File: config.mk
export PLATFORM = sky130hd
export DESIGN_NAME = vlp_fifo
export DESIGN_NICKNAME = d
export VERILOG_FILES = /design/src/rtl/vlp_pkg.sv /design/src/rtl/vlp_fifo.sv
export SDC_FILE = /design/constraint.sdc
export NUM_CORES = 1
export LEC_CHECK = 0
export ABC_CLOCK_PERIOD_IN_PS = 3900
export BUFFER_PORTS_ARGS = -buffer_cell sky130_fd_sc_hd__clkbuf_2
export CAP_MARGIN = 10
export CORE_MARGIN = 2
export CORE_UTILIZATION = 51
export DETAILED_ROUTE_END_ITERATION = 6
export GPL_ROUTABILITY_DRIVEN = 0
export GPL_TIMING_DRIVEN = 0
export PLACE_DENSITY = 0.83
export SYNTH_ARGS = -nofsm -noshare
export SYNTH_HDL_FRONTEND = slang
export SYNTH_SLANG_ARGS = --single-unit
File: constraint.sdc
create_clock -name i_clk -period 3.9 [get_ports i_clk]
set_clock_uncertainty 0.15 [all_clocks]
set_input_delay 0.585 -clock i_clk [delete_from_list [all_inputs] [get_ports i_clk]]
set_output_delay 0.585 -clock i_clk [all_outputs]
set_load 0.01 [all_outputs]
File: src/rtl/vlp_pkg.sv
// vlp_pkg: shared types, constants and helper functions of the v210 line packer
// used by every module of the block but the checker, and by the channel interfaces
package vlp_pkg;

    // geometry limits
    localparam int MAX_WIDTH    = 4096;
    localparam int ALIGN_PIXELS = 48;
    localparam int MAX_PAIRS    = MAX_WIDTH / 2;
    localparam int MAX_LINES    = 4096;
    localparam int MAX_RESULTS  = 32;

    // field and counter widths
    localparam int COMP_W   = 10;
    localparam int WORD_W   = 32;
    localparam int DIM_W    = 13;
    localparam int PAIR_W   = 11;
    localparam int LINE_W   = 12;
    localparam int WIL_W    = 13;
    localparam int STRIDE_W = 12;
    localparam int RES_W    = 6;
    localparam int STORE_AW = 12;
    localparam int STORE_DW = 2 * COMP_W;

    // queue between front and back
    localparam int FIFO_DEPTH = 4;
    localparam int FIFO_AW    = 2;
    localparam int LVL_W      = 3;

    // apb
    localparam int PADDR_W = 4;
    localparam int PDATA_W = 32;

    // clip limits
    localparam logic [COMP_W-1:0] CLIP10_LO = 10'd4;
    localparam logic [COMP_W-1:0] CLIP10_HI = 10'd1019;
    localparam logic [7:0]        CLIP8_LO  = 8'd1;
    localparam logic [7:0]        CLIP8_HI  = 8'd254;

    // chroma mode codes (code 3 is unused and behaves as 4:2:2)
    localparam logic [1:0] MODE_422  = 2'd0;
    localparam logic [1:0] MODE_420P = 2'd1;
    localparam logic [1:0] MODE_420I = 2'd2;

    // register map, index = paddr[3:2]
    typedef enum logic [1:0] {
        REG_SAMPLE_DEPTH = 2'd0,
        REG_CHROMA_MODE  = 2'd1,
        REG_FRAME_WIDTH  = 2'd2,
        REG_FRAME_HEIGHT = 2'd3
    } t_reg_idx;

    // configuration as seen by the datapath
    typedef struct packed {
        logic             sample_depth;
        logic [1:0]       chroma_mode;
        logic [DIM_W-1:0] frame_width;
        logic [DIM_W-1:0] frame_height;
    } t_cfg;

    // one packed item handed from front to back
    typedef struct packed {
        logic [WORD_W-1:0]   word0;
        logic [WORD_W-1:0]   word1;
        logic                two_words;
        logic                end_of_line;
        logic                end_of_frame;
        logic [STRIDE_W-1:0] stride;
    } t_cmd;

    // clip one component, 8-bit samples are moved to the top of 10 bits
    function automatic logic [COMP_W-1:0] clip_comp(input logic [COMP_W-1:0] v,
                                                     input logic eight_bit);
        logic [7:0]        v8;
        logic [COMP_W-1:0] r;
        v8 = v[7:0];
        r  = v;
        if (eight_bit) begin
            if (v8 < CLIP8_LO) v8 = CLIP8_LO;
            if (v8 > CLIP8_HI) v8 = CLIP8_HI;
            r = {v8, 2'b00};
        end else begin
            if (r < CLIP10_LO) r = CLIP10_LO;
            if (r > CLIP10_HI) r = CLIP10_HI;
        end
        return r;
    endfunction

    // pairs per line, clamped to 1..MAX_PAIRS
    function automatic logic [PAIR_W:0] line_pairs(input logic [DIM_W-1:0] fw);
        logic [PAIR_W:0] p;
        p = fw[DIM_W-1:1];
        if (p == '0) p = (PAIR_W+1)'(1);
        if (p > (PAIR_W+1)'(MAX_PAIRS)) p = (PAIR_W+1)'(MAX_PAIRS);
        return p;
    endfunction

    // lines per frame, clamped to 1..MAX_LINES
    function automatic logic [DIM_W-1:0] frame_lines(input logic [DIM_W-1:0] fh);
        logic [DIM_W-1:0] h;
        h = fh;
        if (h == '0) h = DIM_W'(1);
        if (h > DIM_W'(MAX_LINES)) h = DIM_W'(MAX_LINES);
        return h;
    endfunction

    // words per line: ceil(pairs / 24) groups of 32 words
    // ceil(p/24) = floor(floor((p+23)/8)/3), the /3 by reciprocal 171/512
    function automatic logic [STRIDE_W-1:0] stride_words(input logic [PAIR_W:0] p);
        logic [PAIR_W:0] s;
        logic [8:0]      g;
        logic [16:0]     m;
        logic [6:0]      q;
        s = p + (PAIR_W+1)'(ALIGN_PIXELS / 2 - 1);
        g = s[PAIR_W:3];
        m = 17'(g) * 17'd171;
        q = m[15:9];
        return {q, 5'b00000};
    endfunction

endpackage

File: src/rtl/vlp_fifo.sv
// vlp_fifo: short queue of packed items between the front and the back
// depends on vlp_pkg for the t_cmd entry and the depth
module vlp_fifo (
    input  logic                          i_clk,
    input  logic                          i_rst_n,
    input  logic                          i_push,
    input  vlp_pkg::t_cmd                 i_cmd,
    input  logic                          i_pop,
    output vlp_pkg::t_cmd                 o_head,
    output logic                          o_not_empty,
    output logic [vlp_pkg::LVL_W-1:0]     o_level
);

    vlp_pkg::t_cmd               r_mem [vlp_pkg::FIFO_DEPTH];
    logic [vlp_pkg::FIFO_AW-1:0] r_wp, r_rp;
    logic [vlp_pkg::LVL_W-1:0]   r_level;
    logic                        pop;

    assign pop         = i_pop && (r_level != '0);
    assign o_head      = r_mem[r_rp];
    assign o_not_empty = (r_level != '0);
    assign o_level     = r_level;

    // entry storage, the front never pushes into a full queue
    always_ff @(posedge i_clk) begin
        if (i_push) begin
            r_mem[r_wp] <= i_cmd;
        end
    end

    // pointers and fill level
    always_ff @(posedge i_clk) begin
        if (!i_rst_n) begin
            r_wp    <= '0;
            r_rp    <= '0;
            r_level <= '0;
        end else begin
            if (i_push) r_wp <= r_wp + vlp_pkg::FIFO_AW'(1);
            if (pop)    r_rp <= r_rp + vlp_pkg::FIFO_AW'(1);
            r_level <= r_level + vlp_pkg::LVL_W'(i_push) - vlp_pkg::LVL_W'(pop);
        end
    end

endmodule

==> impl_metrics.toml <==
[status]
status = "completed"

[logic_synthesis]
synth_edf_count = 316
synth_ff_type = "edfxtp_1"
yosys-top-cells-count = "edfxtp_1, mux4_2, buf_2, dfxtp_1, and2_1"
ys_seq_area_frac = 0.816
yosysUniqueCellTypes = 21
ys_ff_latch = 325
syn_avg_cell_area_um2 = 25.9
synthArstFlopShare = 0
synth_top_area_share = 0.801
yosys_warnings = 0
yosysMostFrequentCell = "edfxtp_1"
syn_area_mm2 = 0.0119
synth_fp_nets = 547
syn_inst = 457
yosys-top-cells-area = "edfxtp_1, mux4_2, dfxtp_1"
synth_area_leader_cell = "edfxtp_1"

[timing]
final-hold-violation-count = 0
fin_crit_ps = 2970
rsz0062_at_grt = "no"
setup_viol = 0
fmax_ghz = 0.337
finalCritPeriodShare = 0.761
drv_slew = 0
whs_ps = 158
tightest_slew_ps = 750
slew_headroom = 0.500

[power_and_ir_drop]
pwr-share-clk = 0.361
pwr-share-comb = 0.176
peakVddDrop_uv = 468
intPower_mw = 6.73
power.density_mw_per_mm2 = 617
p_switching_mw = 2.08
seqPwrFrac = 0.463
p_leak_nw = 4.91
p_sw_frac = 0.236

[min_path]
min-delay-start = "i_cmd[74]"
hold_path.class = "in -> reg"

[setup_path]
worst-endpoint-required_ps = 3160
start_kind = "flip-flop"
crit_arrival_ps = 2230
r2r-start = "o_level[1]"
crit_path_max_fanout = 10
critPathKind = "reg -> out"
cp-end-kind = "primary output"

[place]
dpl.hpwl_mm = 13.3
io_buffers = 165

[route]
ant_nets = 0
num_vias = 5390
drt-total-wl_mm = 21.4
vias_per_cell = 5.55
drc = 0
drt_pre_antenna_iters = 4
drt-wirelength-per-cell_um = 22.1
drtIter0Drc = 311

[cts]
cts_buffers = 34
cts_sinks = 325
clock_latency_ps = 490
cts_max_level = 2
post_cts_resized = 0
cts_setup_buffers = 0
cts_hold_buf = 0
cts_root_buf = "clkbuf_16"
clkTransAtPathRegs_ps = 60
cts_tree = "done"
clk_path_buf_depth = 3

[floorplan]
core-area_mm2 = 0.0227
fp.dieH_um = 156
fp.dieW_um = 156
start_util = 0.522
die_area_mm2 = 0.0245
ios = 166
num_rows = 55

[global_routing]
track_usage = 0.177
grt_max_degree = 47
grt_pass1_wl_mm = 32.2
grt_pass1_vias = 5816
overflow = 0
antenna_found_initial = 1

[layout]
diodes = 0
n_fill_cell = 1514
final_nets = 752
syn2layout_area_growth_pct = 20.5
ff_latch_area_mm2 = 0.00967
drive_gt1_frac = 0.459
fin_util = 0.629
multi_input_area_mm2 = 0.00206

[run]
maxCapViolCount = 0
[placed cells by master, fill, tap and decap left out, drive strengths merged, types with 2 or more instances in the layout]
master	netlist	final
edfxtp	316	316
clkbuf	6	216
mux4	79	79
buf	12	16
clkinv	0	10
dfxtp	9	9
and2	8	8
inv	6	7
ha	6	6
mux2i	4	4
nand2	2	2
nand2b	2	2
bufinv	0	2
clkinvlp	0	2
[metal layers]
metal  GRT usage  vias to the layer above  part of all wire
met1       0.222                     2808              0.40
met4      0.0494                        2             0.016
met3      0.0418                       33             0.061
met5           0                        -           0.00061
met2       0.312                      179              0.52
li1            -                     2368                 -
[kinds of logic (layout without fill, tap and decap cells)]
kind of cell,after synthesis,in the layout,synth area share
DFF,325,325,0.816
muxes,83,83,0.154
buffers and inverters,24,253,0.0115
and+or+nand+nor,14,14,0.00697
adders and majority gates,7,7,0.00802
AOI/OAI and AO/OA,2,2,0.00148
xor gates and xnor gates,2,2,0.00264
[critical path: stages, from the launching register on]
cell	delay [ps]
dfxtp_1	300
buf_2	240
clkbuf_1	610
mux4_2	440
clkbuf_2	150
[power groups by stage]
stage	Clock [mW]	Combinational [mW]	Sequential, mW
2_1_floorplan	0	1.01	4.15
3_3_place_gp	0	1.52	4.16
3_5_place_dp	0	1.58	4.16
4_1_cts	3.25	1.59	4.08
5_1_grt	3.37	1.69	4.10
6_report	3.18	1.55	4.08
[registers in the layout, indices dropped and copies added, names as in the netlist, named ones only]
name / cells
o_level: 3
r_rp: 2
r_mem: 316
r_wp: 2
[metrics by stage]
stage / setup TNS (ps) / total power, mW / setup WS, ps / cell area, um^2 / instances
floorplan: 0 / 5.16 / 878 / 11900 / 457
global placement: -172610 / 5.68 / -562 / 13000 / 907
detailed placement: 0 / 5.74 / 1400 / 13200 / 911
CTS: 0 / 8.93 / 863 / 14300 / 971
global route: 0 / 9.15 / 809 / 14300 / 971
finish: 0 / 8.81 / 931 / 14300 / 971
[worst paths after layout]
path,endpoint,slack [ps],depth (start not counted)
max,o_head[56],930,4
min,r_mem[2][74],160,1
max reg2reg,o_level[2],1630,7
min reg2reg,flip-flop,340,2
[layout make-up]
type | count | share of cell area
Clock inverter | 15 | 0.00929
Tap cell | 285 | 0.0250
Sequential cell | 325 | 0.677
Clock buffer | 45 | 0.0698
Multi-Input combinational cell | 108 | 0.144
Timing Repair Buffer | 169 | 0.0655
Inverter | 6 | 0.00158
Buffer | 18 | 0.00797
(Power assumes the default switching activity.)
