<file path="config.mk">
export PLATFORM = sky130hd
export DESIGN_NAME = vlp_back
export DESIGN_NICKNAME = d
export VERILOG_FILES = /design/src/rtl/vlp_pkg.sv /design/src/rtl/vlp_back.sv
export SDC_FILE = /design/constraint.sdc
export NUM_CORES = 1
export LEC_CHECK = 0
export BUFFER_PORTS_ARGS = -buffer_cell sky130_fd_sc_hd__clkbuf_2
export CORE_MARGIN = 2
export CORE_UTILIZATION = 26
export CTS_CLUSTER_SIZE = 24
export DETAILED_ROUTE_END_ITERATION = 16
export GPL_ROUTABILITY_DRIVEN = 0
export GPL_TIMING_DRIVEN = 0
export MAX_ROUTING_LAYER = met4
export PLACE_DENSITY = 0.58
export SLEW_MARGIN = 20
export SYNTH_ARGS = -nofsm -noshare
export SYNTH_HDL_FRONTEND = slang
export SYNTH_SLANG_ARGS = --single-unit
</file>
<file path="constraint.sdc">
create_clock -name i_clk -period 6.5 [get_ports i_clk]
set_input_delay 0.325 -clock i_clk [delete_from_list [all_inputs] [get_ports i_clk]]
set_output_delay 0.325 -clock i_clk [all_outputs]
set_load 0.02 [all_outputs]
</file>
<file path="src/rtl/vlp_pkg.sv">
// vlp_pkg: shared types, constants and helper functions of the v210 line packer
// used by every module of the block but the checker, and by the channel interfaces
package vlp_pkg;

    // geometry limits
    localparam int MAX_WIDTH    = 4096;
    localparam int ALIGN_PIXELS = 48;
    localparam int MAX_PAIRS    = MAX_WIDTH / 2;
    localparam int MAX_LINES    = 4096;
    localparam int MAX_RESULTS  = 32;

    // field and counter widths
    localparam int COMP_W   = 10;
    localparam int WORD_W   = 32;
    localparam int DIM_W    = 13;
    localparam int PAIR_W   = 11;
    localparam int LINE_W   = 12;
    localparam int WIL_W    = 13;
    localparam int STRIDE_W = 12;
    localparam int RES_W    = 6;
    localparam int STORE_AW = 12;
    localparam int STORE_DW = 2 * COMP_W;

    // queue between front and back
    localparam int FIFO_DEPTH = 4;
    localparam int FIFO_AW    = 2;
    localparam int LVL_W      = 3;

    // apb
    localparam int PADDR_W = 4;
    localparam int PDATA_W = 32;

    // clip limits
    localparam logic [COMP_W-1:0] CLIP10_LO = 10'd4;
    localparam logic [COMP_W-1:0] CLIP10_HI = 10'd1019;
    localparam logic [7:0]        CLIP8_LO  = 8'd1;
    localparam logic [7:0]        CLIP8_HI  = 8'd254;

    // chroma mode codes (code 3 is unused and behaves as 4:2:2)
    localparam logic [1:0] MODE_422  = 2'd0;
    localparam logic [1:0] MODE_420P = 2'd1;
    localparam logic [1:0] MODE_420I = 2'd2;

    // register map, index = paddr[3:2]
    typedef enum logic [1:0] {
        REG_SAMPLE_DEPTH = 2'd0,
        REG_CHROMA_MODE  = 2'd1,
        REG_FRAME_WIDTH  = 2'd2,
        REG_FRAME_HEIGHT = 2'd3
    } t_reg_idx;

    // configuration as seen by the datapath
    typedef struct packed {
        logic             sample_depth;
        logic [1:0]       chroma_mode;
        logic [DIM_W-1:0] frame_width;
        logic [DIM_W-1:0] frame_height;
    } t_cfg;

    // one packed item handed from front to back
    typedef struct packed {
        logic [WORD_W-1:0]   word0;
        logic [WORD_W-1:0]   word1;
        logic                two_words;
        logic                end_of_line;
        logic                end_of_frame;
        logic [STRIDE_W-1:0] stride;
    } t_cmd;

    // clip one component, 8-bit samples are moved to the top of 10 bits
    function automatic logic [COMP_W-1:0] clip_comp(input logic [COMP_W-1:0] v,
                                                     input logic eight_bit);
        logic [7:0]        v8;
        logic [COMP_W-1:0] r;
        v8 = v[7:0];
        r  = v;
        if (eight_bit) begin
            if (v8 < CLIP8_LO) v8 = CLIP8_LO;
            if (v8 > CLIP8_HI) v8 = CLIP8_HI;
            r = {v8, 2'b00};
        end else begin
            if (r < CLIP10_LO) r = CLIP10_LO;
            if (r > CLIP10_HI) r = CLIP10_HI;
        end
        return r;
    endfunction

    // pairs per line, clamped to 1..MAX_PAIRS
    function automatic logic [PAIR_W:0] line_pairs(input logic [DIM_W-1:0] fw);
        logic [PAIR_W:0] p;
        p = fw[DIM_W-1:1];
        if (p == '0) p = (PAIR_W+1)'(1);
        if (p > (PAIR_W+1)'(MAX_PAIRS)) p = (PAIR_W+1)'(MAX_PAIRS);
        return p;
    endfunction

    // lines per frame, clamped to 1..MAX_LINES
    function automatic logic [DIM_W-1:0] frame_lines(input logic [DIM_W-1:0] fh);
        logic [DIM_W-1:0] h;
        h = fh;
        if (h == '0) h = DIM_W'(1);
        if (h > DIM_W'(MAX_LINES)) h = DIM_W'(MAX_LINES);
        return h;
    endfunction

    // words per line: ceil(pairs / 24) groups of 32 words
    // ceil(p/24) = floor(floor((p+23)/8)/3), the /3 by reciprocal 171/512
    function automatic logic [STRIDE_W-1:0] stride_words(input logic [PAIR_W:0] p);
        logic [PAIR_W:0] s;
        logic [8:0]      g;
        logic [16:0]     m;
        logic [6:0]      q;
        s = p + (PAIR_W+1)'(ALIGN_PIXELS / 2 - 1);
        g = s[PAIR_W:3];
        m = 17'(g) * 17'd171;
        q = m[15:9];
        return {q, 5'b00000};
    endfunction

endpackage

</file>
<file path="src/rtl/vlp_back.sv">
// vlp_back: issues the packed words of each item and the end-of-line padding,
// marks line and frame ends, holds the output register; depends on vlp_pkg
module vlp_back (
    input  logic                          i_clk,
    input  logic                          i_rst_n,
    input  vlp_pkg::t_cmd                 i_head,
    input  logic                          i_have,
    output logic                          o_pop,
    output logic                          o_valid,
    input  logic                          i_ready,
    output logic [vlp_pkg::WORD_W-1:0]    o_packed_word,
    output logic                          o_last_of_line,
    output logic                          o_last_of_frame
);

    // word sequencing state
    logic                          r_sel;
    logic                          r_pad;
    logic [vlp_pkg::RES_W-1:0]     r_n;
    logic [vlp_pkg::WIL_W-1:0]     r_wil;
    // output register
    logic                          r_valid;
    logic [vlp_pkg::WORD_W-1:0]    r_word;
    logic                          r_lol, r_lof;

    logic                          take, more_pad, last_data;
    logic [vlp_pkg::WIL_W-1:0]     wil_nx;
    logic [vlp_pkg::RES_W-1:0]     n_nx;
    logic [vlp_pkg::WORD_W-1:0]    word;
    logic                          lol, lof, done;
    logic                          n_sel, n_pad;
    logic [vlp_pkg::RES_W-1:0]     n_n;
    logic [vlp_pkg::WIL_W-1:0]     n_wil;

    assign take = i_have && (!r_valid || i_ready);

    // next word of the head item
    always_comb begin
        wil_nx    = r_wil + vlp_pkg::WIL_W'(1);
        n_nx      = r_n + vlp_pkg::RES_W'(1);
        more_pad  = (wil_nx < vlp_pkg::WIL_W'(i_head.stride)) &&
                    (n_nx < vlp_pkg::RES_W'(vlp_pkg::MAX_RESULTS));
        last_data = r_sel || !i_head.two_words;
        word      = '0;
        lol       = 1'b0;
        lof       = 1'b0;
        done      = 1'b0;
        n_sel     = r_sel;
        n_pad     = r_pad;
        if (!r_pad) begin
            word = r_sel ? i_head.word1 : i_head.word0;
            if (!last_data) begin
                n_sel = 1'b1;
            end else if (i_head.end_of_line && more_pad) begin
                n_pad = 1'b1;
            end else begin
                done = 1'b1;
                lol  = i_head.end_of_line;
                lof  = i_head.end_of_line && i_head.end_of_frame;
            end
        end else if (!more_pad) begin
            done = 1'b1;
            lol  = 1'b1;
            lof  = i_head.end_of_frame;
        end
        if (done) begin
            n_sel = 1'b0;
            n_pad = 1'b0;
            n_n   = '0;
            n_wil = i_head.end_of_line ? '0 : wil_nx;
        end else begin
            n_n   = n_nx;
            n_wil = wil_nx;
        end
    end

    assign o_pop = take && done;

    // sequencing registers
    always_ff @(posedge i_clk) begin
        if (!i_rst_n) begin
            r_sel <= 1'b0;
            r_pad <= 1'b0;
            r_n   <= '0;
            r_wil <= '0;
        end else if (take) begin
            r_sel <= n_sel;
            r_pad <= n_pad;
            r_n   <= n_n;
            r_wil <= n_wil;
        end
    end

    // output register
    always_ff @(posedge i_clk) begin
        if (!i_rst_n) begin
            r_valid <= 1'b0;
        end else if (take) begin
            r_valid <= 1'b1;
        end else if (i_ready) begin
            r_valid <= 1'b0;
        end
    end

    always_ff @(posedge i_clk) begin
        if (take) begin
            r_word <= word;
            r_lol  <= lol;
            r_lof  <= lof;
        end
    end

    assign o_valid         = r_valid;
    assign o_packed_word   = r_word;
    assign o_last_of_line  = r_lol;
    assign o_last_of_frame = r_lof;

endmodule

</file>
==> flow_summary.toml <==
[status]
status = "complete, no violations"

[logic_synthesis]
ys_ff_latch = 56
synth.top_cell.area_share_pct = 33.89
syn_area_per_cell_um2 = 9.944
syn-cell-area_mm2 = 0.003013
synth_edf_count = 34
yosysWarnings = 0
synth_mux_area_share_pct = 10.63
synth_top_family_by_area = "simple AND/OR/NAND/NOR gates"
synth_flop_cell = "edfxtp_1"
yosys.area.top_type = "edfxtp_1"
synthSimpleGateAreaFrac_pct = 17.61
synth-xor-area-share_pct = 2.326
synth.area.top_cells = "edfxtp_1 (34%), dfxtp_1 (15%), mux2i_1 (11%)"
synth_seq_area_share_pct = 48.50
synth_compound_area_share_pct = 10.76
synth.distinct_cells = 43
synthCells = 303
synth_fa_ha_area_share_pct = 5.814
synthArstFlopShare_pct = 0
synth_nets = 400

[clock_tree]
clk_latency_ns = 0.29
clockBufferDepth = 2
numCtsBuffers = 5
ctsResizeCount = 0
cts_max_level = 2
clock-sinks = 56
post_cts_buffers = 0
cts_hold_buffers = 0
cts_tree = "yes"
root_buffer = "clkbuf_16"
path_clk_slew_ns = 0.07

[sta]
rsz0062_at_grt = "no"
slew-limit-headroom_pct = 46.91
setup-violations-final = 0
slew_violations = 0
hold_viol_final = 0
finClkSkew_ns = 0.004187
tns_ns = 0
hold_slack_ns = 0.2595
worst_slew_pin_slew_ns = 0.7964
period_share_pct = 59.69
max_freq_mhz = 257.8
period_minus_slack_ns = 3.880

[detailed_routing]
vias = 2608
wl_per_cell_um = 12.39
first_iter_violations = 85
via_per_inst = 4.559
routed_wl_um = 7086
drt-pass1-iter-count = 4
ant_nets = 0
route.detailed.drc = 0

[critical_path]
critPathMaxFanout = 6
slowest_stage = "or4_1"
rrSetupSlack_ns = 2.99
slowest_delay_ns = 0.49
cp_cell_sequence = "nand3_1, nor2_1, nand3_1, nor2_1, xor2_1, ha_1, nor2b_1, or4_1, a211o_1, o21ai_0, nor2_1, clkbuf_2"
worst-setup-path-type = "flop to output pin"
cp.required_ns = 6.17
crit_top_cell = "nor2_1"
crit_path_start_kind = "flop"
end_kind = "output pin"
cp.arrival_ns = 3.55

[final_layout]
layout-drive-gt1-share_pct = 31.24
area_growth_pct = 30.65
num_antenna_cells = 0
layout_commonest_cell = "clkbuf_2"
layout_common_cells = "clkbuf_2 (118), nor2_1 (46), edfxtp_1 (34)"
design_area_mm2 = 0.003936
nNetsFinal = 525

[floorplanning]
initial_core_util_pct = 26.50
fp.dieW_um = 111.6
coreArea_mm2 = 0.01137
die_h_um = 111.6
rows = 39
pin_count = 119
die-area_mm2 = 0.01246

[global_route]
met2_usage_pct = 19.43
grt_pass1_vias = 2469
antenna_found_initial = 0
busiest_layer = "met2"
gr-usage-met1_pct = 13.65
grt_max_degree = 44
grt_pass1_wl_um = 11430
grt_use_met3_pct = 2.831
grt_use_total_pct = 11.53
grt_overflow_total = 0

[run]
drv_cap = 0

[placement]
port_buffers = 118
dpl-instance-area_mm2 = 0.003784
place_hpwl_um = 5584

[power]
p_leak_nw = 1.771
powerDensity_mw_per_mm2 = 212.0
p_total_mw = 0.8344
ir_drop_uv = 115.6

[min_path]
hold_path_class = "input pin to flop"
## synthesized netlist by cell type, types with 4 or more instances
cell type  number
xnor2_1         5
mux2i_1        32
o21ai_0         5
nor3_1          4
nor2_1         46
nand3_1        10
a21oi_1        15
o22ai_1         5
edfxtp_1       34
clkbuf_1       12
a21o_1          5
nand2_1        26
nand2b_1        4
inv_1          19
dfxtp_1        22
a22o_1          4
ha_1           14
## cells by family after synthesis
kind of cell,count (synthesis)
AO/OA/AOI/OAI,47
XOR/XNOR,8
adder cells (fa/ha/maj),14
buffers and inverters,33
flip-flops,56
multiplexers,32
AND/OR/NAND/NOR,113
## report_power, final
| part | switching, mW | leakage, nW | internal, mW |
|---|---|---|---|
| Sequential | 0.00746 | 0.512 | 0.404 |
| Clock | 0.130 | 0.0719 | 0.146 |
| Combinational | 0.0871 | 1.19 | 0.0589 |
| Total | 0.225 | 1.77 | 0.609 |
## state kept, by name (all words and copies together), names as in the netlist
name / cells
o_valid: 1
r_sel: 1
r_n: 6
r_wil: 13
o_last_of_line: 1
o_packed_word: 32
o_last_of_frame: 1
r_pad: 1
## critical path, delay by kind of cell, from the launching register on
kind / cells / cell delay (ns)
simple gates: 7 / 1.60
compound gates: 2 / 0.63
flops: 1 / 0.42
fa+ha+maj: 1 / 0.26
xor+xnor: 1 / 0.18
buf+inv: 1 / 0.17
## path summary, 6_finish.rpt
check	start	to	cells past startpoint
max	r_wil[0]$_SDFFE_PN0P_	o_pop	12
min	i_have	o_valid$_SDFFE_PN0P_	3
max reg2reg	r_wil[0]$_SDFFE_PN0P_	r_wil[2]$_SDFFE_PN0P_	13
min reg2reg	r_n[5]$_SDFFE_PN0P_	r_n[5]$_SDFFE_PN0P_	2
## metrics by stage
step | setup WS (ns) | util, % | cells
2_1_floorplan | 3.442 | - | 303
3_3_place_gp | 2.997 | 33.27 | 564
3_5_place_dp | 2.974 | 33.28 | 564
4_1_cts | 2.612 | 34.62 | 572
5_1_grt | 2.392 | 34.62 | 572
6_report | 2.620 | 34.62 | 572
## cell type report
cell class / count / area [µm²]
plain buffers: 13 / 56.30
clock buffers: 5 / 125.1
clock inverters: 3 / 27.53
fillers: 1175 / 7433
inverters: 20 / 76.32
multi-input cells: 214 / 1420
flip-flops and latches: 56 / 1461
well taps: 143 / 178.9
repair buffers: 118 / 590.6
## per-layer routing
metal / vias up / share of wire [%]
met5: - / 0
met2: 110 / 47
met4: 0 / 1.2
li1: 1317 / -
met1: 1174 / 44
met3: 7 / 8.4
No activity file was read; power rests on OpenSTA's default activity.
