[config.mk]
export PLATFORM = sky130hd
export DESIGN_NAME = vlp_cfg_regs
export DESIGN_NICKNAME = d
export VERILOG_FILES = /design/src/rtl/vlp_pkg.sv /design/src/rtl/vlp_cfg_regs.sv
export SDC_FILE = /design/constraint.sdc
export NUM_CORES = 1
export LEC_CHECK = 0
export BUFFER_PORTS_ARGS = -buffer_cell sky130_fd_sc_hd__buf_2
export CORE_MARGIN = 8
export CORE_UTILIZATION = 42
export DETAILED_ROUTE_END_ITERATION = 10
export PLACE_DENSITY = 0.78
export SLEW_MARGIN = 0
export SYNTH_ARGS = -nofsm -noshare
export SYNTH_HDL_FRONTEND = slang
export SYNTH_SLANG_ARGS = --single-unit
[constraint.sdc]
create_clock -name i_clk -period 1.1 [get_ports i_clk]
set_input_delay 0.165 -clock i_clk [delete_from_list [all_inputs] [get_ports i_clk]]
set_output_delay 0.165 -clock i_clk [all_outputs]
set_load 0.005 [all_outputs]
[src/rtl/vlp_pkg.sv]
// vlp_pkg: shared types, constants and helper functions of the v210 line packer
// used by every module of the block but the checker, and by the channel interfaces
package vlp_pkg;

    // geometry limits
    localparam int MAX_WIDTH    = 4096;
    localparam int ALIGN_PIXELS = 48;
    localparam int MAX_PAIRS    = MAX_WIDTH / 2;
    localparam int MAX_LINES    = 4096;
    localparam int MAX_RESULTS  = 32;

    // field and counter widths
    localparam int COMP_W   = 10;
    localparam int WORD_W   = 32;
    localparam int DIM_W    = 13;
    localparam int PAIR_W   = 11;
    localparam int LINE_W   = 12;
    localparam int WIL_W    = 13;
    localparam int STRIDE_W = 12;
    localparam int RES_W    = 6;
    localparam int STORE_AW = 12;
    localparam int STORE_DW = 2 * COMP_W;

    // queue between front and back
    localparam int FIFO_DEPTH = 4;
    localparam int FIFO_AW    = 2;
    localparam int LVL_W      = 3;

    // apb
    localparam int PADDR_W = 4;
    localparam int PDATA_W = 32;

    // clip limits
    localparam logic [COMP_W-1:0] CLIP10_LO = 10'd4;
    localparam logic [COMP_W-1:0] CLIP10_HI = 10'd1019;
    localparam logic [7:0]        CLIP8_LO  = 8'd1;
    localparam logic [7:0]        CLIP8_HI  = 8'd254;

    // chroma mode codes (code 3 is unused and behaves as 4:2:2)
    localparam logic [1:0] MODE_422  = 2'd0;
    localparam logic [1:0] MODE_420P = 2'd1;
    localparam logic [1:0] MODE_420I = 2'd2;

    // register map, index = paddr[3:2]
    typedef enum logic [1:0] {
        REG_SAMPLE_DEPTH = 2'd0,
        REG_CHROMA_MODE  = 2'd1,
        REG_FRAME_WIDTH  = 2'd2,
        REG_FRAME_HEIGHT = 2'd3
    } t_reg_idx;

    // configuration as seen by the datapath
    typedef struct packed {
        logic             sample_depth;
        logic [1:0]       chroma_mode;
        logic [DIM_W-1:0] frame_width;
        logic [DIM_W-1:0] frame_height;
    } t_cfg;

    // one packed item handed from front to back
    typedef struct packed {
        logic [WORD_W-1:0]   word0;
        logic [WORD_W-1:0]   word1;
        logic                two_words;
        logic                end_of_line;
        logic                end_of_frame;
        logic [STRIDE_W-1:0] stride;
    } t_cmd;

    // clip one component, 8-bit samples are moved to the top of 10 bits
    function automatic logic [COMP_W-1:0] clip_comp(input logic [COMP_W-1:0] v,
                                                     input logic eight_bit);
        logic [7:0]        v8;
        logic [COMP_W-1:0] r;
        v8 = v[7:0];
        r  = v;
        if (eight_bit) begin
            if (v8 < CLIP8_LO) v8 = CLIP8_LO;
            if (v8 > CLIP8_HI) v8 = CLIP8_HI;
            r = {v8, 2'b00};
        end else begin
            if (r < CLIP10_LO) r = CLIP10_LO;
            if (r > CLIP10_HI) r = CLIP10_HI;
        end
        return r;
    endfunction

    // pairs per line, clamped to 1..MAX_PAIRS
    function automatic logic [PAIR_W:0] line_pairs(input logic [DIM_W-1:0] fw);
        logic [PAIR_W:0] p;
        p = fw[DIM_W-1:1];
        if (p == '0) p = (PAIR_W+1)'(1);
        if (p > (PAIR_W+1)'(MAX_PAIRS)) p = (PAIR_W+1)'(MAX_PAIRS);
        return p;
    endfunction

    // lines per frame, clamped to 1..MAX_LINES
    function automatic logic [DIM_W-1:0] frame_lines(input logic [DIM_W-1:0] fh);
        logic [DIM_W-1:0] h;
        h = fh;
        if (h == '0) h = DIM_W'(1);
        if (h > DIM_W'(MAX_LINES)) h = DIM_W'(MAX_LINES);
        return h;
    endfunction

    // words per line: ceil(pairs / 24) groups of 32 words
    // ceil(p/24) = floor(floor((p+23)/8)/3), the /3 by reciprocal 171/512
    function automatic logic [STRIDE_W-1:0] stride_words(input logic [PAIR_W:0] p);
        logic [PAIR_W:0] s;
        logic [8:0]      g;
        logic [16:0]     m;
        logic [6:0]      q;
        s = p + (PAIR_W+1)'(ALIGN_PIXELS / 2 - 1);
        g = s[PAIR_W:3];
        m = 17'(g) * 17'd171;
        q = m[15:9];
        return {q, 5'b00000};
    endfunction

endpackage

[src/rtl/vlp_cfg_regs.sv]
// vlp_cfg_regs: apb register file holding depth, chroma mode and frame size
// depends on vlp_pkg for the register map and the t_cfg struct
module vlp_cfg_regs (
    input  logic                          i_clk,
    input  logic                          i_rst_n,
    input  logic                          psel,
    input  logic                          penable,
    input  logic                          pwrite,
    input  logic [vlp_pkg::PADDR_W-1:0]   paddr,
    input  logic [vlp_pkg::PDATA_W-1:0]   pwdata,
    output logic [vlp_pkg::PDATA_W-1:0]   prdata,
    output logic                          pready,
    output vlp_pkg::t_cfg                 o_cfg
);

    vlp_pkg::t_cfg     r_cfg;
    vlp_pkg::t_reg_idx idx;
    logic              wr;

    assign idx    = vlp_pkg::t_reg_idx'(paddr[3:2]);
    assign wr     = psel && penable && pwrite;
    assign pready = 1'b1;
    assign o_cfg  = r_cfg;

    // register writes
    always_ff @(posedge i_clk) begin
        if (!i_rst_n) begin
            r_cfg.sample_depth <= 1'b0;
            r_cfg.chroma_mode  <= vlp_pkg::MODE_422;
            r_cfg.frame_width  <= vlp_pkg::DIM_W'(1920);
            r_cfg.frame_height <= vlp_pkg::DIM_W'(1080);
        end else if (wr) begin
            unique case (idx)
                vlp_pkg::REG_SAMPLE_DEPTH: r_cfg.sample_depth <= pwdata[0];
                vlp_pkg::REG_CHROMA_MODE:  r_cfg.chroma_mode  <= pwdata[1:0];
                vlp_pkg::REG_FRAME_WIDTH:  r_cfg.frame_width  <= pwdata[vlp_pkg::DIM_W-1:0];
                vlp_pkg::REG_FRAME_HEIGHT: r_cfg.frame_height <= pwdata[vlp_pkg::DIM_W-1:0];
                default: ;
            endcase
        end
    end

    // read mux
    always_comb begin
        prdata = '0;
        unique case (idx)
            vlp_pkg::REG_SAMPLE_DEPTH: prdata = vlp_pkg::PDATA_W'(r_cfg.sample_depth);
            vlp_pkg::REG_CHROMA_MODE:  prdata = vlp_pkg::PDATA_W'(r_cfg.chroma_mode);
            vlp_pkg::REG_FRAME_WIDTH:  prdata = vlp_pkg::PDATA_W'(r_cfg.frame_width);
            vlp_pkg::REG_FRAME_HEIGHT: prdata = vlp_pkg::PDATA_W'(r_cfg.frame_height);
            default: prdata = '0;
        endcase
    end

endmodule

==> results.md, run 1 <==
* Setup skew after layout at 0 ps
* Die area at 0.005884 mm2
* Fin crit period at 1338 ps
* RR Endpoint: o_cfg[3]
* Sw Pwr at 0.5540 mW
* Detailed Routing Iterations Pass 1 at 4
* CP arrival at 1170 ps
* Status: finished with violations
* Max VDD drop at 0.0007141 V
* Slowest Stage Delay on Critical Path at 440 ps
* Max cap viols at 0
* Endpoint class of the critical path: output pin
* Total Wirelength at 4153 um
* Int Pwr at 1.634 mW
* Starting Density at 42.92%
* Fmax at 747.5 MHz
* Share of total power in the clock network at 37.4%
* Largest net degree at the start of global routing at 18
* Final Worst Setup Slack at -237.9 ps
* Combinational power share at 13.2%
* Vias in the first global route at 1,430
* # diodes at 0
* First-pass GRT wire length at 6796 um
* CP bufs+invs at 1
* Final Cycle Share at 121.6%
* Seq/Total Area, Yosys at 37.51%
* H-Tree Depth at 2
* Failing checks: setup timing
* Most common cell after layout, fill and taps aside: buf_2
* Antenna violations before repair at 0
* Routed length per placed instance at 13.98 um
* GPL Wtd Cong at 0.7691
* Final count of hold timing violations at 0
* DR vias/cell at 4.616
* Layout area overhead at 32.34%
* Crit path max fanout at 2
* Total congestion overflow at 0
* Synth Instances at 173
* Core area at 0.003606 mm2
* Initial DRC count at 93
* Most frequent cells in the layout: buf_2 (61), mux2i_1 (32), nand2_1 (32), dfxtp_2 (22), conb_1 (20)
* # setup viols final at 1
* FFs w/ async S/R, synth at 0%
* Root buf cell: clkbuf_8
* Required @ worst endpoint at 940 ps
* Post-synth EDFFs at 0
* Power per cell area at 1068 mW/mm2
* Util after Layout at 56.80%
* Slowest CP cell: mux4_2
* Worst hold path class: in -> reg
* DIE WIDTH at 76.71 um
* Cell variety after synth at 24
* Buffers added on ports at 61
* Post-route ant nets at 0
* Nets@finish at 289
* Via count at 1,371
* DR DRC count at 0
* Mapped cell area at 0.001548 mm2
* Yosys warns at 0
* Worst setup path category: reg -> out
* CTS max path bufs at 2
* Leak Pwr at 1.032 nW
* Die Y at 76.71 um
* Worst r2r path cells at 3
* Largest register FFs at 29
* Sw Share at 25.32%
* R2R Path Start: o_cfg[3]
* Critical path origin: o_cfg[0]
* Share of layout cells above drive strength 1 at 46.59%
* Rows at 22
* Seq cells post-synth at 29
* Skew-Pair Late Insertion Delay at 270 ps
* Critical path endpoint: prdata[0]
* HPWL after DPL at 3143 um
* Post-synth top flop: dfxtp_1
* Worst Setup Start Kind: flip-flop
* Num CTS Buffers at 5
* R2R Setup Slk at 330 ps
* Cell Chain, Critical Path: mux4_2 > buf_2
* GR Util All Layers at 13.84%
* CP Depth at 2
* CTS tree: done
* Fin. max-slew vios at 0
* Clk slew on worst S/H paths at 60 ps
* Fin area at 0.002048 mm2
* Mapped Avg Cell Area at 8.946 um2
* Io pins at 103
* Unrepaired setup endpoints after global routing: yes
* Dpl cell area at 0.001881 mm2
* Crit-path leading delay family: multiplexers
* TritonCTS Sinks at 29
* Seq pwr share at 49.4%
[power by group through the flow]
stage | logic, mW | registers (mW) | clock network (mW)
final | 0.290 | 1.08 | 0.818
after global routing | 0.322 | 1.08 | 0.893
after CTS | 0.283 | 1.08 | 0.844
after detailed placement | 0.279 | 1.10 | 0
after global placement | 0.274 | 1.10 | 0
after floorplan | 0.203 | 1.10 | 0
[layout make-up]
class	count	area, um2
clock buffers	6	72.57
flip-flops and latches	29	608.1
multi-input cells	122	790.8
clock inverters	2	10.01
fillers	359	1558
repair buffers	81	471.7
well taps	48	60.06
inverters	9	35.03
[cells in the mapped netlist (2+ instances only)]
library cell / n / area, um2
o211ai_1: 4 / 30.03
mux2i_1: 32 / 320.3
inv_1: 8 / 30.03
buf_4: 20 / 150.1
o311ai_1: 2 / 17.52
nor2_1: 7 / 26.28
nand3_1: 2 / 10.01
buf_2: 3 / 15.01
nor2b_1: 4 / 25.02
dfxtp_1: 29 / 580.6
o21ai_0: 9 / 45.04
conb_1: 2 / 7.510
nand2_1: 32 / 120.1
buf_6: 2 / 22.52
clkbuf_1: 6 / 22.52
o311ai_0: 3 / 26.28
[worst min-delay path, stage by stage]
cell and delay (ps):
buf_2 110, nand2_1 50, mux2i_1 50
[cell families after synthesis]
group / after synthesis / synth area share, %
and+or+nand+nor: 50 / 15.85
buffers and inverters: 40 / 15.76
muxes: 33 / 22.15
DFF: 29 / 37.51
AOI/OAI and AO/OA: 19 / 8.246
other: 2 / 0.4852
[per-layer routing]
| metal | GRT usage, % | wire [um] | vias to the layer above |
|---|---|---|---|
| li1 | - | - | 691 |
| met1 | 15.13 | 1706 | 627 |
| met2 | 23.02 | 2057 | 49 |
| met3 | 6.410 | 352 | 4 |
| met4 | 4.615 | 36 | 0 |
| met5 | 0 | 0 | - |
[what timing repair did]
item                                    CTS  global route
setup buffers                             3             4
endpoints found under the setup margin    8            13
hold buffers                              0             0
hold endpoints to repair                  0             0
resized for setup                         9            16
[per-stage QoR]
stage / power (mW) / setup WS, ps / std cells / hold slack, ps / setup TNS, ps
floorplan: 1.305 / 94.23 / 191 / 307.1 / 0
finish: 2.188 / -237.9 / 297 / 140.6 / -237.9
global route: 2.296 / -289.5 / 297 / 138.8 / -538.1
detailed placement: 1.381 / -136.3 / 282 / 439.1 / -916.3
global placement: 1.376 / -99.94 / 282 / 425.1 / -617.2
CTS: 2.206 / -247.6 / 293 / 132.7 / -247.6
[worst min-delay path by stage]
stage / start / end / slack (ps) / cells after the start
floorplan: pwdata[3] / o_cfg[16] / 310 / 2
global placement: pwdata[5] / o_cfg[18] / 430 / 3
detailed placement: pwdata[3] / o_cfg[16] / 440 / 3
CTS: pwdata[7] / o_cfg[7] / 130 / 3
global route: pwdata[4] / o_cfg[17] / 140 / 3
finish: pwdata[7] / o_cfg[7] / 140 / 3
Power figures use the tool's default switching activity.
==> run 2, diff against run 1 <==
==> constraint.sdc (replaced) <==
create_clock -name i_clk -period 1.1 [get_ports i_clk]
set_input_delay 0.22 -clock i_clk [delete_from_list [all_inputs] [get_ports i_clk]]
set_output_delay 0.22 -clock i_clk [all_outputs]
set_load 0.005 [all_outputs]
==> run 2 against run 1 <==
Against the previous run:
- the run still ends with setup timing left
- final area increased by 8.0%
- critical path depth unchanged
- combinational power increased by 11%
- highest routed layer is now met5
- clock power increased by 18%
- sequential share of layout area decreased by 2.0 points
- fmax decreased by 5.6%
- via count increased by 4.5%
==> results.md, run 2 (same netlist as run 1, synthesis figures left out) <==
* Status: finished with violations (unchanged)
* Failing checks: setup timing (unchanged)
* Via count at 1,433 (was 1,371)
* Required @ worst endpoint at 880 ps (was 940 ps)
* Power per cell area at 1072 mW/mm2 (was 1068 mW/mm2)
* Total congestion overflow at 0 (unchanged)
* Routed length per placed instance at 13.50 um (was 13.98 um)
* DR vias/cell at 4.623 (was 4.616)
* Post-Route Setup TNS at -615.8 ps (was -237.9 ps)
* Detailed Routing Iterations Pass 1 at 4 (unchanged)
* Most common cell after layout, fill and taps aside: buf_2 (unchanged)
* Largest register FFs at 29 (unchanged)
* Max VDD drop at 0.0007582 V (was 0.0007141 V)
* Nets@finish at 302 (was 289)
* Most frequent cells in the layout: buf_2 (59), mux2i_1 (32), nand2_1 (32), buf_4 (31), dfxtp_2 (25) (was buf_2 (61), mux2i_1 (32), nand2_1 (32), dfxtp_2 (22), conb_1 (20))
* DIE WIDTH at 76.71 um (unchanged)
* # diodes at 0 (unchanged)
* Starting Density at 42.92% (unchanged)
* Buffers added on ports at 61 (unchanged)
* Worst Setup Start Kind: flip-flop (unchanged)
* Largest net degree at the start of global routing at 19 (was 18)
* First-pass GRT wire length at 7093 um (was 6796 um)
* Leak Pwr at 1.126 nW (was 1.032 nW)
* Antenna violations before repair at 1 (was 0)
* Share of layout cells above drive strength 1 at 51.15% (was 46.59%)
* Worst setup path category: reg -> out (unchanged)
* Io pins at 103 (unchanged)
* Root buf cell: clkbuf_8 (unchanged)
* CTS tree: done (unchanged)
* Fin. max-slew vios at 0 (unchanged)
* Die Y at 76.71 um (unchanged)
* Worst hold path class: in -> reg (unchanged)
* Max cap viols at 0 (unchanged)
* Final Worst Setup Slack at -317.3 ps (was -237.9 ps)
* Vias in the first global route at 1,487 (was 1,430)
* Fmax at 705.6 MHz (was 747.5 MHz)
* Clk slew on worst S/H paths at 70 ps (was 60 ps)
* H-Tree Depth at 2 (unchanged)
* Die area at 0.005884 mm2 (unchanged)
* TritonCTS Sinks at 29 (unchanged)
* Fill cells at 338 (was 359)
* Num CTS Buffers at 5 (unchanged)
* Initial DRC count at 110 (was 93)
* Post-CTS Hold Buffers at 0 (unchanged)
* GR Util All Layers at 14.52% (was 13.84%)
* CTS max path bufs at 2 (unchanged)
* Final Cycle Share at 128.8% (was 121.6%)
* Post-route ant nets at 0 (unchanged)
* Util after Layout at 61.35% (was 56.80%)
* Total Wirelength at 4184 um (was 4153 um)
* GPL Wtd Cong at 0.8248 (was 0.7691)
* HPWL after DPL at 3200 um (was 3143 um)
* Rows at 22 (unchanged)
* DR DRC count at 0 (unchanged)
* Fin crit period at 1417 ps (was 1338 ps)
* Endpoint class of the critical path: output pin (unchanged)
* Final count of hold timing violations at 0 (unchanged)
* Dpl cell area at 0.001926 mm2 (was 0.001881 mm2)
* Skew-Pair Late Insertion Delay at 280 ps (was 270 ps)
* Core area at 0.003606 mm2 (unchanged)
* CP arrival at 1200 ps (was 1170 ps)
* Setup skew after layout at 0 ps (unchanged)
* Layout area overhead at 42.93% (was 32.34%)
* Crit path max fanout at 2 (unchanged)
* Unrepaired setup endpoints after global routing: yes (unchanged)
* Fin area at 0.002212 mm2 (was 0.002048 mm2)
* # setup viols final at 10 (was 1)
[run 2: cell count changes in the layout (fill, tap and decap cells not counted), moves of 2 or more]
cell,delta
clkbuf_8,+2
buf_2,-2
buf_4,+13
dfxtp_2,+3
clkinv_2,-2
dfxtp_1,-3
[run 2: path summary, 6_finish.rpt]
path / from / cells past startpoint / slack, ps / end
worst max-delay path: o_cfg[0] / 2 / -320 / prdata[0]
worst min-delay path: pwdata[3] / 3 / 180 / o_cfg[16]
worst max register to register: o_cfg[28] / 3 / 320 / o_cfg[28]
worst min register to register: o_cfg[24] / 2 / 460 / o_cfg[24]
[run 2: power breakdown]
part           switching (mW)  internal [mW]
clock network           0.405          0.565
logic                   0.167          0.156
registers             0.00975           1.07
total                   0.581           1.79
[run 2: worst max-delay path, cell delays in order (launching register included)]
cell	delay, ps
dfxtp_1	310
mux4_2	470
buf_2	140
[run 2: repair_timing]
item,4_1_cts,5_1_grt
resized for setup,26,7
cloned,1,0
setup buffers,13,0
setup endpoints to repair,13,17
[run 2: layer usage]
| metal | GRT usage (%) | wire length [um] | vias to the layer above |
|---|---|---|---|
| met1 | 15.61 | 1696 | 660 |
| met5 | 0 | 11 | - |
| met4 | 4.038 | 37 | 2 |
| li1 | - | - | 713 |
| met2 | 24.47 | 2086 | 52 |
| met3 | 7.226 | 353 | 6 |
[run 2: area by class of cell]
type,count,area [um2],share of cell area [%]
Sequential cell,29,611.8,27.66
Multi-Input combinational cell,122,793.3,35.86
Clock buffer,7,96.34,4.355
Timing Repair Buffer,94,606.8,27.43
Inverter,9,38.79,1.753
Clock inverter,1,5.005,0.2262
Tap cell,48,60.06,2.715
[run 2: metrics by stage]
stage                     total power, mW  cells  setup slack, ps  hold slack [ps]
final                               2.371    310           -317.3            183.3
after CTS                           2.387    310           -309.8            182.0
after detailed placement            1.390    288           -242.6            460.4
after global placement              1.383    288           -173.0            456.1
after global routing                2.483    310           -342.7            195.7
after floorplan                     1.305    191            39.23            362.1
==> run 3, diff against run 2 <==
--- a/config.mk
+++ b/config.mk
@@ -5,11 +5,11 @@
 export SDC_FILE = /design/constraint.sdc
 export NUM_CORES = 1
 export LEC_CHECK = 0
+export ABC_AREA = 1
 export BUFFER_PORTS_ARGS = -buffer_cell sky130_fd_sc_hd__buf_2
-export CORE_MARGIN = 8
-export CORE_UTILIZATION = 42
+export CORE_UTILIZATION = 41
 export DETAILED_ROUTE_END_ITERATION = 10
-export PLACE_DENSITY = 0.78
+export PLACE_DENSITY = 0.79
 export SLEW_MARGIN = 0
 export SYNTH_ARGS = -nofsm -noshare
 export SYNTH_HDL_FRONTEND = slang
==> run 3 against run 2 <==
Against the previous run:
- the flow still finishes with violations (setup timing)
- final area increased by 1.4%
- first-iteration DRC count shrank 10%
- non-clock buffer count decreased by 3
- synthesized area shrank 2.5%
- worst hold slack got worse by 7.9 ps
- largest power group is now the clock network
- combinational power rose by 25%
==> results.md, run 3 <==
* Largest register FFs at 29 (unchanged)
* Storage element area at 599.3 um2 (was 611.8 um2)
* Mapped cell area at 0.001509 mm2 (was 0.001548 mm2)
* Slowest CP cell: a22o_1 (was mux4_2)
* Worst-margin pin slew at 606.4 ps
* Max cap viols at 0 (unchanged)
* Worst Setup Start Kind: primary input (was flip-flop)
* Share of layout cells above drive strength 1 at 41.18% (was 51.15%)
* Dpl cell area at 0.001889 mm2 (was 0.001926 mm2)
* Fin crit period at 1166 ps (was 1417 ps)
* Final count of hold timing violations at 0 (unchanged)
* Power Total at 2.610 mW (was 2.371 mW)
* Detailed Routing Iterations Pass 1 at 4 (unchanged)
* Status: finished with violations (unchanged)
* Io pins at 103 (unchanged)
* Fill cells at 339 (was 338)
* Non-Filler Instances at 352 (was 310)
* Fmax at 857.5 MHz (was 705.6 MHz)
* CTS max path bufs at 2 (unchanged)
* Fin. max-slew vios at 0 (unchanged)
* Slowest Stage Delay on Critical Path at 230 ps (was 470 ps)
* Synth Instances at 220 (was 173)
* DR top layer: met4 (was met5)
* Required @ worst endpoint at 880 ps (about the same)
* Post-synth EDFFs at 0 (unchanged)
* H-Tree Depth at 2 (unchanged)
* Layout area overhead at 48.67% (was 42.93%)
* Worst hold path class: in -> reg (unchanged)
* Fin area at 0.002243 mm2 (was 0.002212 mm2)
* Max VDD drop at 0.0007548 V (was 0.0007582 V)
* Skew-Pair Late Insertion Delay at 270 ps (was 280 ps)
* Clk slew on worst S/H paths at 60 ps (was 70 ps)
* Yosys warns at 0 (unchanged)
* DIE WIDTH at 62.67 um (was 76.71 um)
* Via count at 1,646 (was 1,433)
* # setup viols final at 13 (was 10)
* FFs w/ async S/R, synth at 0% (unchanged)
* Synth cell count leaders: nand2_1 (50), nor2_1 (44), nand3_1 (31), dfxtp_1 (29), buf_4 (24) (was mux2i_1 (32), nand2_1 (32), dfxtp_1 (29), buf_4 (20), o21ai_0 (9))
* Die Y at 62.67 um (was 76.71 um)
* Cells after DPL at 330 (was 288)
* Rows at 21 (was 22)
* GPL Wtd Cong at 0.7643 (was 0.8248)
* Seq cells post-synth at 29 (unchanged)
* Starting Density at 43.84% (was 42.92%)
* # diodes at 0 (unchanged)
* GR Util All Layers at 20.66% (was 14.52%)
* Slew Limit Headroom at 59.53%
* CP arrival at 950 ps (was 1200 ps)
* DR DRC count at 0 (unchanged)
* Endpoint class of the critical path: output pin (unchanged)
* First-pass GRT wire length at 6285 um (was 7093 um)
* Final Cycle Share at 106.0% (was 128.8%)
* Post-route ant nets at 0 (unchanged)
* Yosys top cell area share at 38.47% (was 37.51%)
* Post-Route Setup TNS at -523.4 ps (was -615.8 ps)
* Die area at 0.003927 mm2 (was 0.005884 mm2)
* Unrepaired setup endpoints after global routing: yes (unchanged)
* Most common cell in the netlist: nand2_1
* Post-synth top flop: dfxtp_1 (unchanged)
* Vias in the first global route at 1,336 (was 1,487)
* Total congestion overflow at 0 (unchanged)
* Core area at 0.003442 mm2 (was 0.003606 mm2)
* Leak Pwr at 1.213 nW (was 1.126 nW)
* Setup skew after layout at 0 ps (unchanged)
* Crit path max fanout at 7 (was 2)
* Antenna violations before repair at 0 (was 1)
* Failing checks: setup timing (unchanged)
* Total Wirelength at 3933 um (was 4184 um)
* HPWL after DPL at 2486 um (was 3200 um)
* Root buf cell: clkbuf_8 (unchanged)
* Nets@finish at 346 (was 302)
* CP bufs+invs at 4 (was 1)
* Routed length per placed instance at 11.17 um (was 13.50 um)
* Met1 wire length at 1639 um (was 1696 um)
* Initial DRC count at 99 (was 110)
* Mapped Avg Cell Area at 6.859 um2 (was 8.946 um2)
* Cell Chain, Critical Path: buf_8 > nand2_4 > inv_6 > buf_12 > a22o_1 > buf_2 (was mux4_2 > buf_2)
* Util after Layout at 65.18% (was 61.35%)
* Seq/Total Area, Yosys at 38.47% (was 37.51%)
* Power per cell area at 1163 mW/mm2 (was 1072 mW/mm2)
* Met2 routed WL at 2025 um (was 2086 um)
* DR vias/cell at 4.676 (was 4.623)
* Cell accounting for the most synthesized area: dfxtp_1 (unchanged)
* Buffers added on ports at 61 (unchanged)
* Worst setup path category: in -> out (was reg -> out)
* Crit-path leading delay family: buffers and inverters (was multiplexers)
* TritonCTS Sinks at 29 (unchanged)
* Largest net degree at the start of global routing at 30 (was 19)
* DR WL met3 at 231 um (was 353 um)
* Most frequent cells in the layout: buf_2 (59), nand2_1 (47), nor2_1 (42), nand3_1 (30), buf_4 (23) (was buf_2 (59), mux2i_1 (32), nand2_1 (32), buf_4 (31), dfxtp_2 (25))
* Cell variety after synth at 15 (was 24)
* Area contributors post-synth: dfxtp_1 (38%), nand2_1 (12%), buf_4 (12%) (was dfxtp_1 (38%), mux2i_1 (21%), buf_4 (9.7%))
* CTS tree: done (unchanged)
* Final Worst Setup Slack at -66.16 ps (was -317.3 ps)
* Num CTS Buffers at 5 (unchanged)
* Multi-input gate area at 758.2 um2 (was 793.3 um2)
* Most common cell after layout, fill and taps aside: buf_2 (unchanged)
run 3: cell types whose count changed after synthesis, moves of 7 or more:
cell	before	now
nor2_1	7	44
o21ai_0	9	0
mux2i_1	32	0
inv_1	8	15
nand2_1	32	50
nand3_1	2	31
a22o_1	0	11
run 3: layer usage:
| metal | track usage [%] | vias to the layer above |
|---|---|---|
| met5 | 0 | - |
| met2 | 37.09 | 71 |
| li1 | - | 822 |
| met1 | 23.26 | 748 |
| met3 | 5.292 | 5 |
| met4 | 7.558 | 0 |
run 3: repair_timing:
| action | in CTS | in global routing |
|---|---|---|
| hold buffers | 0 | 0 |
| resized for setup | 34 | 6 |
| pin swaps | 2 | 7 |
| gates cloned | 2 | 0 |
| setup buffers | 11 | 1 |
| setup endpoints to repair | 13 | 13 |
run 3: area by class of cell:
class / count / share of cell area [%]
well taps: 46 / 2.566
repair buffers: 91 / 28.72
flip-flops and latches: 29 / 26.72
clock buffers: 7 / 3.848
clock inverters: 1 / 1.339
inverters: 16 / 3.012
multi-input cells: 162 / 33.80
run 3: where the power goes:
part | leakage, nW | internal (mW) | total (mW) | switching, mW
combinational | 0.916 | 0.201 | 0.404 | 0.203
clock | 0.0585 | 0.737 | 1.11 | 0.376
sequential | 0.238 | 1.08 | 1.09 | 0.0165
total | 1.21 | 2.01 | 2.61 | 0.595
run 3: path summary, 6_finish.rpt:
kind | cells after the start | startpoint | endpoint | slack (ps)
hold / removal | 3 | pwdata[7] | o_cfg[20] | 180
hold reg to reg | 2 | o_cfg[21] | o_cfg[21] | 480
setup / recovery | 6 | paddr[2] | prdata[5] | -70
setup reg to reg | 3 | o_cfg[11] | o_cfg[11] | 390
run 3: cell families (layout without fill, tap and decap cells):
group / after synthesis / in the layout / share of synthesized area, %
AO/OA/AOI/OAI: 12 / 12 / 6.716
buffers and inverters: 47 / 115 / 18.57
flip-flops: 29 / 29 / 38.47
other: 2 / 20 / 0.4977
AND/OR/NAND/NOR: 130 / 130 / 35.74
run 3: worst min-delay path, cell delays in order:
cell and delay, ps:
buf_2 80, nand2_1 40, nand3_1 60
run 3: stage by stage:
step | hold WS (ps) | worst slack, ps
global placement | 447.9 | -166.7
finish | 175.4 | -66.16
floorplan | 346.2 | 136.4
global route | 172.6 | -89.73
detailed placement | 451.6 | -195.0
CTS | 166.7 | -69.50
